--- config.mk ---
export PLATFORM = sky130hd
export DESIGN_NAME = rrw_weight_div
export DESIGN_NICKNAME = d
export VERILOG_FILES = /design/src/rtl/core/rrw_pkg.sv /design/src/rtl/core/rrw_weight_div.sv
export SDC_FILE = /design/constraint.sdc
export NUM_CORES = 2
export LEC_CHECK = 0
export BUFFER_PORTS_ARGS = -buffer_cell sky130_fd_sc_hd__buf_4
export CAP_MARGIN = 20
export CORE_UTILIZATION = 40
export CTS_BUF_LIST = sky130_fd_sc_hd__clkbuf_8
export DETAILED_ROUTE_END_ITERATION = 8
export SETUP_SLACK_MARGIN = 0.05
export SKIP_CTS_REPAIR_TIMING = 1
export SLEW_MARGIN = 5
export SYNTH_ARGS = -nofsm -noshare
export SYNTH_HDL_FRONTEND = slang
export SYNTH_SLANG_ARGS = --single-unit
--- constraint.sdc ---
create_clock -name i_clk -period 9 [get_ports i_clk]
set_input_delay 1.8 -clock i_clk [delete_from_list [all_inputs] [get_ports i_clk]]
set_output_delay 1.8 -clock i_clk [all_outputs]
set_load 0.01 [all_outputs]
--- src/rtl/core/rrw_pkg.sv ---
// Shared constants, codes and stage-to-stage structs of the robust residual weight block.
`timescale 1ns / 1ps

package rrw_pkg;

    // Field and datapath widths.
    localparam int RES_W  = 32;           // residual, signed Q16.16
    localparam int FRAC_W = 16;           // fraction bits of Q16.16 and Q1.16
    localparam int U_W    = 32;           // scaled magnitude u, unsigned Q16.16
    localparam int W_W    = 17;           // weight, unsigned Q1.16
    localparam int C_W    = 19;           // bits of u below the bisquare cutoff
    localparam int SQ_W   = 2 * C_W;      // u squared, also the second divider remainder
    localparam int DATA_W = 32;           // configuration data
    localparam int ADDR_W = 3;            // byte address of two 32-bit registers

    // Tuning constants in fixed point.
    localparam logic [U_W-1:0]  HUBER_K = 32'd88146;          // 1.345 in Q16.16
    localparam logic [U_W-1:0]  BISQ_C  = 32'd307036;         // 4.685 in Q16.16
    localparam logic [SQ_W-1:0] BISQ_C2 = 38'd94271105296;    // BISQ_C squared
    localparam logic [W_W-1:0]  ONE_Q16 = 17'd65536;          // 1.0 in Q1.16

    typedef enum logic {
        MODE_HUBER = 1'b0,
        MODE_TUKEY = 1'b1
    } t_mode;

    typedef enum logic {
        REG_SIGMA = 1'b0,
        REG_MODE  = 1'b1
    } t_reg_idx;

    typedef struct packed {
        logic [U_W-1:0] sigma;
        t_mode          mode;
    } t_cfg;

    // Result of the ratio divider, already saturated.
    typedef struct packed {
        logic           valid;
        logic [U_W-1:0] u;
    } t_ratio;

    // Result of the weight divider with the range flags of u.
    typedef struct packed {
        logic              valid;
        logic              le_k;    // u at or below the Huber knee
        logic              ge_c;    // u at or beyond the bisquare cutoff
        logic [FRAC_W-1:0] quo;
    } t_wq;

endpackage

--- src/rtl/core/rrw_weight_div.sv ---
// Pipelined divider shared by both modes: K/u for Huber, u^2/C^2 for bisquare.
`timescale 1ns / 1ps

module rrw_weight_div (
    input  logic              i_clk,
    input  logic              i_rst_n,
    input  logic              i_en,
    input  rrw_pkg::t_ratio   i_ratio,
    input  rrw_pkg::t_cfg     i_cfg,
    output rrw_pkg::t_wq      o_wq
);

    localparam int STEPS = rrw_pkg::FRAC_W;
    localparam int RW    = rrw_pkg::SQ_W;
    localparam int UW    = rrw_pkg::U_W;
    localparam int CW    = rrw_pkg::C_W;

    logic            r_v    [0:STEPS];
    logic            r_le_k [0:STEPS];
    logic            r_ge_c [0:STEPS];
    logic [UW-1:0]   r_u    [0:STEPS];
    logic [RW-1:0]   r_rem  [0:STEPS];
    logic [STEPS-1:0] r_quo [0:STEPS];
    logic            n_v    [0:STEPS];
    logic            n_le_k [0:STEPS];
    logic            n_ge_c [0:STEPS];
    logic [UW-1:0]   n_u    [0:STEPS];
    logic [RW-1:0]   n_rem  [0:STEPS];
    logic [STEPS-1:0] n_quo [0:STEPS];

    always_comb begin
        logic [RW:0] rs;
        logic [RW:0] dv;
        logic [RW:0] diff;
        // Entry stage: the square of u is the bisquare dividend, the knee the Huber one.
        n_v[0]    = i_ratio.valid;
        n_le_k[0] = i_ratio.u <= rrw_pkg::HUBER_K;
        n_ge_c[0] = i_ratio.u >= rrw_pkg::BISQ_C;
        n_u[0]    = i_ratio.u;
        n_quo[0]  = '0;
        if (i_cfg.mode == rrw_pkg::MODE_TUKEY) begin
            n_rem[0] = i_ratio.u[CW-1:0] * i_ratio.u[CW-1:0];
        end else begin
            n_rem[0] = {{(RW - UW){1'b0}}, rrw_pkg::HUBER_K};
        end
        // Both dividends carry sixteen zero bits below the initial remainder.
        for (int k = 1; k <= STEPS; k++) begin
            if (i_cfg.mode == rrw_pkg::MODE_TUKEY) begin
                dv = {1'b0, rrw_pkg::BISQ_C2};
            end else begin
                dv = {{(RW - UW + 1){1'b0}}, r_u[k-1]};
            end
            rs        = {r_rem[k-1], 1'b0};
            diff      = rs - dv;
            n_v[k]    = r_v[k-1];
            n_le_k[k] = r_le_k[k-1];
            n_ge_c[k] = r_ge_c[k-1];
            n_u[k]    = r_u[k-1];
            if (rs >= dv) begin
                n_rem[k] = diff[RW-1:0];
                n_quo[k] = {r_quo[k-1][STEPS-2:0], 1'b1};
            end else begin
                n_rem[k] = rs[RW-1:0];
                n_quo[k] = {r_quo[k-1][STEPS-2:0], 1'b0};
            end
        end
    end

    always_ff @(posedge i_clk) begin
        if (!i_rst_n) begin
            r_v <= '{default: 1'b0};
        end else if (i_en) begin
            r_v <= n_v;
        end
    end

    always_ff @(posedge i_clk) begin
        if (i_en) begin
            r_le_k <= n_le_k;
            r_ge_c <= n_ge_c;
            r_u    <= n_u;
            r_rem  <= n_rem;
            r_quo  <= n_quo;
        end
    end

    always_comb begin
        o_wq.valid = r_v[STEPS];
        o_wq.le_k  = r_le_k[STEPS];
        o_wq.ge_c  = r_ge_c[STEPS];
        o_wq.quo   = r_quo[STEPS];
    end

endmodule

==> metrics.csv <==
stage;metric;value;unit
outcome;status;complete, no violations;
power;leakage power;39.16;nW
critical_path;CP max-delay cell;fa_1;
critical_path;worst r2r src;n_u[99];
yosys;Warnings, synthesis;0;
worst_hold_path;hold_sp;r_quo[55];
placement;pre-CTS WS;0.5681;ns
grt;pin count of the biggest net entering global routing;163;
route;Via density;5.463;
yosys;Synth Instances;8577;
critical_path;kind of critical path;input port to register;
layout;Final Core Density;43.87;%
yosys;syn_nets;9594;
critical_path;WP data required;9.72;ns
grt;GRT Residual Overflow;0;
timing;final period utilization;82.86;%
yosys;Netlist cell types;98;
timing;Final Max Tran Viols;0;
route;TritonRoute pass-1 iters;6;
layout;Layout area overhead;8.831;%
route;DR iter-0 viols;3757;
route;Remaining DRCs;0;
yosys;Yosys reg bits;1307;
clock_tree;clock network latency to the later pin of the worst-skew pair;1.00;ns
die;I/O pin cnt;88;
timing;worst setup margin;1.543;ns
critical_path;CP endpoint kind;register;
grt;first-pass GRT wire length;355000;um
critical_path;CP Cell Sequence;buf_4, inv_1, nor2_1, fa_1, ha_1, a21oi_1, fa_1, inv_1, fa_1, ha_1, inv_1, fa_1, inv_1, ha_1, o21a_1, a2111oi_0, buf_4, nor4_1, o21a_1, o21ai_0, o21ai_0, a31oi_1, xor2_1, nor2_1;
yosys;EDFF count, synth;1290;
worst_hold_path;Hold Crit Class;register to register;
placement;Placed Area;90980;um2
route;drt wl/cell;19.47;um
critical_path;Critical path origin;i_ratio[5];
run;MaxCap Viol Count;0;
clock_tree;clock sinks;1307;
placement;Port Buffers;55;
yosys;cell taking the most area after synthesis;edfxtp_1;
critical_path;Crit Path Max Fanout;18;
yosys;ranking of synthesized cells by area;edfxtp_1 44%, ha_1 9.8%, fa_1 6.1%;
layout;area of the multi-input gates;45130;um2
critical_path;startpoint types;input port;
yosys;syn avg cell area;10.22;um2
yosys;top_reg_cell synth;edfxtp_1;
route;Routed WL;226300;um
yosys;synthesized cell area;87620;um2
die;full die area;220900;um2
layout;fin area;95360;um2
layout;layout net count;9603;
layout;fillcell total;20590;
timing;Slew @ Worst Pin;1.126;ns
die;Initial Util;40.31;%
clock_tree;clk root buf;clkbuf_8;
yosys;async set-reset flop share out of synthesis;0;%
yosys;post-synth top area share;44.21;%
timing;Fin Setup TNS;0;ns
route;routed via count;63510;
clock_tree;CTS tree;done;
clock_tree;htree depth;4;
route;Antenna Nets Post-Route;0;
grt;initial antenna violation count;5;
clock_tree;TritonCTS Buffers;227;
layout;layout cells sized above 1;6.159;%
grt;vias in the first global route;66390;
grt;Total GRT Usage;20.19;%
yosys;Post-synth top cells;1290 x edfxtp_1, 972 x nand2_1, 782 x nor2_1;
power;power density cells;391.9;nW/um2
die;Rows;171;
clock_tree;Worst-path clk slew;0.07;ns
critical_path;Max stage delay on crit path;0.52;ns
yosys;register area share after synthesis;44.60;%
critical_path;CP arrival;8.18;ns
timing;Layout Skew;0.05741;ns
clock_tree;Clock Path Buffers;3;
yosys;most frequent cell after synthesis;edfxtp_1;
layout;register area;39080;um2
placement;Detail Placement HPWL;169300;um
die;Die W;470.0;um
die;Core Area;217400;um2
placement;RePlAce Congestion;0.9558;
timing;RSZ-0062 raised after global routing;no;
power;Worst VDD drop;444.1;uV
timing;Final Hold Viols;0;
timing;post-layout min period;7.457;ns
timing;final setup fails;0;
die;Die Ht;470.0;um
timing;f_max;0.1341;GHz
timing;Slew HR;24.34;%
-- critical path, delay by kind of cell --
family | cells | cell delay, ns
fa+ha+maj | 7 | 2.82
compound gates | 7 | 1.93
buf+inv | 6 | 1.01
simple gates | 3 | 0.45
xor+xnor | 1 | 0.16
-- metrics by stage --
step	std cells	hold WS, ns	total power, mW
2_1_floorplan	8577	0.4003	26.45
3_3_place_gp	11210	0.4020	31.70
3_5_place_dp	11210	0.4045	31.94
4_1_cts	11620	0.3838	37.44
5_1_grt	11620	0.3910	40.39
6_report	11620	0.3912	37.37
-- cells by family (layout without fill, tap and decap cells) --
family / count (synthesis) / count (layout) / synth area share (%)
AO/OA/AOI/OAI: 2223 / 2223 / 15.84
XOR/XNOR: 553 / 553 / 5.528
adder cells (fa/ha/maj): 948 / 948 / 15.81
buffers and inverters: 909 / 1099 / 3.994
flip-flops: 1307 / 1307 / 44.60
multiplexers: 97 / 97 / 1.201
other: 0 / 3 / 0
AND/OR/NAND/NOR: 2540 / 2540 / 13.03
-- path summary, 6_finish.rpt --
check	end	slack, ns	cells after the start
max	r_rem[640]	1.54	24
min	r_quo[40]	0.39	0
max reg2reg	r_rem[118]	4.40	11
min reg2reg	r_quo[40]	0.39	0
-- state kept, by name, indices dropped and copies added (netlist names) --
| register | count |
|---|---|
| n_ge_c | 16 |
| n_le_k | 16 |
| n_u | 512 |
| n_v | 16 |
| o_wq | 19 |
| r_quo | 120 |
| r_rem | 608 |
-- placed cells by master, fill, tap and decap left out, types with 23 or more instances in the layout --
cell type     n
nor3_1       75
a31oi_1      68
mux2i_1      32
edfxtp_1   1290
ha_1        683
xnor2_1     312
clkinv_1     56
nand2_1     971
and3_1       71
clkbuf_8    231
nor2b_1      91
o21a_1       68
o21ai_1      29
o21bai_1     59
buf_4       100
and2_1       96
o211ai_1     40
fa_1        265
nand4_1     104
a211o_1      34
o21ai_0     527
a21o_1      348
a211oi_1     53
nand3_1     134
nor2_1      782
nor4_1       27
clkinv_2     23
o31ai_1      40
inv_1       635
nand2b_1     69
mux2_2       57
a21oi_1     709
xor2_1      241
-- power breakdown --
| group | total [mW] | internal [mW] | switching (mW) |
|---|---|---|---|
| combinational | 21.4 | 8.67 | 12.7 |
| clock | 5.26 | 2.72 | 2.54 |
| sequential | 10.7 | 9.59 | 1.11 |
| total | 37.4 | 21.0 | 16.4 |
-- routing by layer --
| layer | vias up | routed length (um) | global-route usage, % |
|---|---|---|---|
| met5 | - | 17 | 0 |
| met4 | 2 | 13980 | 12.30 |
| met3 | 641 | 7665 | 2.593 |
| met2 | 1563 | 120700 | 38.97 |
| met1 | 30440 | 83970 | 20.38 |
| li1 | 30860 | - | - |
-- final cells by class --
class / instances / area share (%)
diodes: 3 / 0.007873
multi-input cells: 6361 / 47.32
inverters: 572 / 2.259
well taps: 2854 / 3.745
clock inverters: 179 / 1.224
flip-flops and latches: 1307 / 40.98
repair buffers: 117 / 1.126
clock buffers: 231 / 3.334
Power figures use the tool's default switching activity.
