### src/rtl/core/rrw_pkg.sv
// Shared constants, codes and stage-to-stage structs of the robust residual weight block.
`timescale 1ns / 1ps

package rrw_pkg;

    // Field and datapath widths.
    localparam int RES_W  = 32;           // residual, signed Q16.16
    localparam int FRAC_W = 16;           // fraction bits of Q16.16 and Q1.16
    localparam int U_W    = 32;           // scaled magnitude u, unsigned Q16.16
    localparam int W_W    = 17;           // weight, unsigned Q1.16
    localparam int C_W    = 19;           // bits of u below the bisquare cutoff
    localparam int SQ_W   = 2 * C_W;      // u squared, also the second divider remainder
    localparam int DATA_W = 32;           // configuration data
    localparam int ADDR_W = 3;            // byte address of two 32-bit registers

    // Tuning constants in fixed point.
    localparam logic [U_W-1:0]  HUBER_K = 32'd88146;          // 1.345 in Q16.16
    localparam logic [U_W-1:0]  BISQ_C  = 32'd307036;         // 4.685 in Q16.16
    localparam logic [SQ_W-1:0] BISQ_C2 = 38'd94271105296;    // BISQ_C squared
    localparam logic [W_W-1:0]  ONE_Q16 = 17'd65536;          // 1.0 in Q1.16

    typedef enum logic {
        MODE_HUBER = 1'b0,
        MODE_TUKEY = 1'b1
    } t_mode;

    typedef enum logic {
        REG_SIGMA = 1'b0,
        REG_MODE  = 1'b1
    } t_reg_idx;

    typedef struct packed {
        logic [U_W-1:0] sigma;
        t_mode          mode;
    } t_cfg;

    // Result of the ratio divider, already saturated.
    typedef struct packed {
        logic           valid;
        logic [U_W-1:0] u;
    } t_ratio;

    // Result of the weight divider with the range flags of u.
    typedef struct packed {
        logic              valid;
        logic              le_k;    // u at or below the Huber knee
        logic              ge_c;    // u at or beyond the bisquare cutoff
        logic [FRAC_W-1:0] quo;
    } t_wq;

endpackage

### src/rtl/core/rrw_weight_out.sv
// Final stage: bisquare squaring and selection of the weight by sigma, mode and range.
`timescale 1ns / 1ps

module rrw_weight_out (
    input  logic                     i_clk,
    input  logic                     i_rst_n,
    input  logic                     i_en,
    input  rrw_pkg::t_wq             i_wq,
    input  rrw_pkg::t_cfg            i_cfg,
    output logic                     o_valid,
    output logic [rrw_pkg::W_W-1:0]  o_weight
);

    localparam int WW = rrw_pkg::W_W;
    localparam int FW = rrw_pkg::FRAC_W;

    logic                r_v;
    logic                r_le_k;
    logic                r_ge_c;
    logic [FW-1:0]       r_quo;
    logic [2*WW-1:0]     r_sq;
    logic [WW-1:0]       n_t;

    // One minus (u/C)^2, which stays in 1..65536.
    assign n_t = rrw_pkg::ONE_Q16 - {1'b0, i_wq.quo};

    always_ff @(posedge i_clk) begin
        if (!i_rst_n) begin
            r_v <= 1'b0;
        end else if (i_en) begin
            r_v <= i_wq.valid;
        end
    end

    always_ff @(posedge i_clk) begin
        if (i_en) begin
            r_le_k <= i_wq.le_k;
            r_ge_c <= i_wq.ge_c;
            r_quo  <= i_wq.quo;
            r_sq   <= n_t * n_t;
        end
    end

    assign o_valid = r_v;

    always_comb begin
        if (i_cfg.sigma == '0) begin
            o_weight = rrw_pkg::ONE_Q16;
        end else if (i_cfg.mode == rrw_pkg::MODE_HUBER) begin
            o_weight = r_le_k ? rrw_pkg::ONE_Q16 : {1'b0, r_quo};
        end else begin
            o_weight = r_ge_c ? '0 : r_sq[FW+WW-1:FW];
        end
    end

endmodule

### config.mk
export PLATFORM = sky130hd
export DESIGN_NAME = rrw_weight_out
export DESIGN_NICKNAME = d
export VERILOG_FILES = /design/src/rtl/core/rrw_pkg.sv /design/src/rtl/core/rrw_weight_out.sv
export SDC_FILE = /design/constraint.sdc
export NUM_CORES = 1
export LEC_CHECK = 0
export BUFFER_PORTS_ARGS = -buffer_cell sky130_fd_sc_hd__buf_2
export CAP_MARGIN = 30
export CORE_ASPECT_RATIO = 1.2
export CORE_MARGIN = 5
export CORE_UTILIZATION = 28
export CTS_CLUSTER_SIZE = 25
export DETAILED_ROUTE_END_ITERATION = 6
export GPL_TIMING_DRIVEN = 0
export HOLD_SLACK_MARGIN = 0.15
export PLACE_DENSITY = 0.4
export SETUP_SLACK_MARGIN = 0.1
export SLEW_MARGIN = 20
export SYNTH_ARGS = -nofsm -noshare
export SYNTH_HDL_FRONTEND = slang
export SYNTH_SLANG_ARGS = --single-unit
### constraint.sdc
create_clock -name i_clk -period 19.7 [get_ports i_clk]
set_clock_uncertainty 0.05 [all_clocks]
set_input_delay 1.97 -clock i_clk [delete_from_list [all_inputs] [get_ports i_clk]]
set_output_delay 1.97 -clock i_clk [all_outputs]
set_load 0.01 [all_outputs]
==> impl_metrics.tcl, run 1 <==
set metrics [dict create \
    critPathCaptureType "register" \
    clk_latency_ns 0.27 \
    cts_root_buf "clkbuf_16" \
    drive_gt1_frac 0.104 \
    final_common_cell "inv_1" \
    start_util 0.283 \
    fin_util 0.318 \
    synth-edff-count 35 \
    io-pin-count 73 \
    post_drt_via_cell_ratio 4.29 \
    setup_viol 0 \
    grt_start_max_net_pins 37 \
    num_antenna_cells 0 \
    min_period_ns 10.10 \
    hold_buffers 0 \
    cts_tree "built" \
    post_cts_buffers 0 \
    path_common_cell "inv_1" \
    synth-seq-cells 36 \
    place_area_mm2 0.0103 \
    required_ns 19.67 \
    dieHeight_um 210 \
    dpl.hpwl_um 21700 \
    synth_cells 975 \
    register_area_mm2 0.00107 \
    row_count 73 \
    syn-mean-instance-area_um2 9.59 \
    rsz0062_at_grt "no" \
    syn_area_mm2 0.00935 \
    area_growth_pct 12.4 \
    max_cap_viol_count 0 \
    cts.path.max_buffers 2 \
    path_class "input port to register" \
    routed_wl_um 25200 \
    grt_pass1_vias 7328 \
    wl_per_cell_um 16.6 \
    hold_class "register to register" \
    core_mm2 0.0331 \
    hold_viol 0 \
    max_freq_mhz 99.0 \
    gr-total-overflow 0 \
    drt_first_pass_iters 4 \
    cp_max_fo 10 \
    ys.flop_type "edfxtp_1" \
    arrival_ns 10.06 \
    path_buf_inv 11 \
    synthDistinctLibCells 58 \
    relSlewSlack 0.419 \
    fp.dieArea_mm2 0.0371 \
    crit_family "adder cells" \
    vias 6503 \
    antenna_found_initial 1 \
    portBuffers 72 \
    ctsResizeCount 0 \
    layout.nets 1412 \
    r2r_slack_ns 19.05 \
    status "finished clean" \
    tns_ns 0 \
    cpMaxStageDelayCell "xor2_1" \
    grtUsageTotal 0.141 \
    ant_nets 0 \
    cts_buffers 5 \
    multi_input_area_mm2 0.00722 \
    drtIter0Drc 220 \
    ys_seq_area_frac 0.115 \
    fill_cells 3570 \
    async_flop_share 0 \
    yosys_warnings 0 \
    grt_pass1_wl_um 40800 \
    final_cell_mix "inv_1, fa_1, ha_1, nor2_1, nand2_1" \
    max_stage_delay_ns 0.62 \
    fin_crit_sh 0.513 \
    report.final.slew_viol_count 0 \
    finalInstanceArea_mm2 0.0105 \
    clk_pin_slew_ns 0.06 \
    tightest_slew_ns 0.869 \
    die_w_um 177 \
    cp-start-kind "input port" \
    gp_congestion 0.767 \
    route.detailed.drc 0 \
    h-tree-depth 2 \
    clkSinkCount 36 \
]
state kept, by name (all words and copies together), names as in the netlist:
register,count
o_valid,1
r_ge_c,1
r_le_k,1
r_quo,16
r_sq,17
Yosys cell counts, drive strengths merged, types with 2 or more instances:
| cell | instances | area, µm² |
|---|---|---|
| nor2 | 82 | 315 |
| conb | 2 | 7.51 |
| o21bai | 2 | 15.0 |
| xor2 | 15 | 139 |
| and3 | 2 | 12.5 |
| o21ai | 6 | 30.0 |
| nand2b | 10 | 62.6 |
| a21oi | 18 | 90.1 |
| a21o | 14 | 105 |
| a31oi | 5 | 31.3 |
| o211ai | 2 | 20.0 |
| fa | 189 | 3780 |
| a211oi | 5 | 42.5 |
| a211o | 2 | 17.5 |
| ha | 103 | 1290 |
| nand3 | 7 | 35.0 |
| nand4 | 5 | 31.3 |
| edfxtp | 35 | 1050 |
| inv | 274 | 1030 |
| clkinv | 3 | 11.3 |
| nand2 | 82 | 318 |
| o31ai | 2 | 15.0 |
| and2 | 9 | 57.6 |
| nor4 | 10 | 77.6 |
| o2111ai | 2 | 23.8 |
| buf | 6 | 42.5 |
| clkbuf | 10 | 37.5 |
| a22oi | 16 | 120 |
| nor2b | 5 | 31.3 |
| xnor2 | 26 | 265 |
| nor3 | 11 | 77.6 |
worst paths after layout:
kind	from	to	cells after the start
max	i_wq[0]	r_sq[29]	31
min reg2reg	o_valid	o_valid	2
max reg2reg	o_valid	o_valid	2
min	o_valid	o_valid	2
worst min-delay path, cell delays in order, from the launching register on:
cell and delay [ns]:
dfxtp_1 0.32, mux2i_1 0.07, nor2b_1 0.09
cell families after synthesis:
logic type,share of synthesized area
AO/OA/AOI/OAI,0.0613
flip-flops,0.115
XOR/XNOR,0.0432
buffers and inverters,0.120
AND/OR/NAND/NOR,0.116
multiplexers,0.00107
adder cells (fa/ha/maj),0.543
other,0.000804
through the flow:
stage / instances / hold WS, ns / setup WS (ns)
3_3_place_gp: 1507 / 0.451 / 8.83
6_report: 1516 / 0.470 / 9.60
5_1_grt: 1516 / 0.521 / 9.14
3_5_place_dp: 1508 / 0.459 / 9.31
2_1_floorplan: 985 / 0.488 / 11.01
4_1_cts: 1516 / 0.474 / 9.57
layer usage:
| layer | part of all wire | global-route usage | vias to the layer above | wire length (µm) |
|---|---|---|---|---|
| met3 | 0.016 | 0.00717 | 14 | 401 |
| li1 | - | - | 3137 | - |
| met5 | 0.00044 | 0 | - | 11 |
| met2 | 0.56 | 0.269 | 55 | 14000 |
| met1 | 0.42 | 0.181 | 3295 | 10500 |
| met4 | 0.0093 | 0.0165 | 2 | 233 |
final cells by class:
type                    instances  area share
plain buffers                  16     0.00763
multi-input cells             656       0.687
repair buffers                 73      0.0350
clock inverters                 2     0.00334
well taps                     450      0.0536
inverters                     277      0.0990
flip-flops and latches         36       0.102
clock buffers                   6      0.0123
Power of run 1 is not shown: default switching activity piles up to over one toggle a cycle in this logic, so the estimate is an artifact.
==> run 2: changes to the inputs <==
--- a/config.mk
+++ b/config.mk
@@ -14,7 +14,7 @@
 export DETAILED_ROUTE_END_ITERATION = 6
 export GPL_TIMING_DRIVEN = 0
 export HOLD_SLACK_MARGIN = 0.15
-export PLACE_DENSITY = 0.4
+export PLACE_DENSITY = 0.42
 export SETUP_SLACK_MARGIN = 0.1
 export SLEW_MARGIN = 20
 export SYNTH_ARGS = -nofsm -noshare
==> constraint.sdc (replaced) <==
create_clock -name i_clk -period 9 [get_ports i_clk]
set_clock_uncertainty 0.05 [all_clocks]
set_input_delay 0.9 -clock i_clk [delete_from_list [all_inputs] [get_ports i_clk]]
set_output_delay 0.9 -clock i_clk [all_outputs]
set_load 0.01 [all_outputs]
==> impl_metrics.tcl, run 2 (synthesized netlist as in run 1, its figures left out) <==
set metrics [dict create \
    multi_input_area_mm2 0.00728 \
    required_ns 8.96 \
    drtIter0Drc 174 \
    clk_latency_ns 0.27 \
    register_area_mm2 0.00107 \
    grt_pass1_vias 7484 \
    met3_length_um 546 \
    final_cell_mix "inv_1, fa_1, ha_1, nor2_1, nand2_1" \
    fp.dieArea_mm2 0.0371 \
    gr-total-overflow 0 \
    cts_root_buf "clkbuf_16" \
    portBuffers 72 \
    die_w_um 177 \
    h-tree-depth 2 \
    tns_ns 0 \
    report.final.slew_viol_count 0 \
    wl_per_cell_um 16.2 \
    dieHeight_um 210 \
    fin_crit_sh 0.935 \
    area_growth_pct 13.6 \
    largest_register "r_sq" \
    drive_gt1_frac 0.118 \
    critPathCaptureType "register" \
    core_mm2 0.0331 \
    io-pin-count 73 \
    grt_pass1_wl_um 40300 \
    drt_first_pass_iters 4 \
    max_cap_viol_count 0 \
    routed_wl_um 24700 \
    hold_viol 0 \
    num_antenna_cells 0 \
    relSlewSlack 0.422 \
    layout.nets 1418 \
    top_layer "met5" \
    gp_congestion 0.832 \
    path_common_cell "fa_1" \
    tightest_slew_ns 0.864 \
    cp-start-kind "input port" \
    cp_max_fo 10 \
    dpl.hpwl_um 21200 \
    max_freq_mhz 119 \
    status "finished clean" \
    cts.path.max_buffers 2 \
    setup_viol 0 \
    rsz0062_at_grt "no" \
    row_count 73 \
    path_class "input port to register" \
    fill_cells 3588 \
    max_stage_delay_ns 0.53 \
    post_drt_via_cell_ratio 4.30 \
    grt_start_max_net_pins 37 \
    clkSinkCount 36 \
    largest_register_ffs 17 \
    start_util 0.283 \
    vias 6538 \
    clk_pin_slew_ns 0.05 \
    hold_class "register to register" \
    final_common_cell "inv_1" \
    antenna_found_initial 1 \
    ant_nets 0 \
    grtUsageTotal 0.139 \
    cts_buffers 5 \
    path_buf_inv 7 \
    drt-met1-wl_um 10000 \
    arrival_ns 8.37 \
    route.detailed.drc 0 \
    cpMaxStageDelayCell "clkinv_1" \
    r2r_slack_ns 8.36 \
    crit_family "adder cells" \
    min_period_ns 8.42 \
    cts_tree "built" \
    reg_top3 "r_sq: 17 flops, r_quo: 16 flops" \
    hold_buffers 0 \
    dr_wl_met2_um 13700 \
]
## run 2: cell count changes in the layout (fill, tap and decap cells not counted), sizes merged
cell / before / now
clkinvlp: 0 / 1
clkbuf: 16 / 19
clkinv: 4 / 2
bufinv: 1 / 0
buf: 79 / 84
## run 2: timing repair
action	4_1_cts	5_1_grt
gates cloned	0	0
pin swaps	1	3
endpoints found under the setup margin	4	10
resized for setup	2	10
setup buffers	2	4
## run 2: worst reg2reg max path, delay by kind of cell (launching register included)
kind / cells / cell delay, ns
AND/OR/NAND/NOR: 1 / 0.06
flip-flops: 1 / 0.30
multiplexers: 1 / 0.12
## run 2: path summary, 6_finish.rpt
| check | startpoint | end | depth (start not counted) |
|---|---|---|---|
| setup / recovery | i_wq[0] | r_sq[31] | 27 |
| hold / removal | o_valid | o_valid | 2 |
| setup reg to reg | o_valid | o_valid | 2 |
| hold reg to reg | o_valid | o_valid | 2 |
## run 2: cell type report
class,count,share of cell area
Inverter,277,0.0983
Sequential cell,36,0.101
Clock buffer,8,0.0147
Buffer,16,0.00778
Timing Repair Buffer,79,0.0401
Tap cell,450,0.0530
Multi-Input combinational cell,656,0.685
## run 2: metrics by stage
stage	hold slack (ns)	instances	util	cell area, µm²	worst slack, ns
2_1_floorplan	0.488	985	-	9380	1.38
3_3_place_gp	0.448	1507	0.312	10300	-0.771
3_5_place_dp	0.456	1508	0.313	10300	-0.254
4_1_cts	0.472	1518	0.318	10500	0.163
5_1_grt	0.512	1522	0.321	10600	0.127
6_report	0.463	1522	0.321	10600	0.582
## run 2: metal layers
layer  track usage  up-vias
met5             0        -
met4        0.0232        2
met3       0.00987       28
met2         0.269       56
met1         0.169     3319
li1              -     3133
Power of run 2 is left out for the same reason.
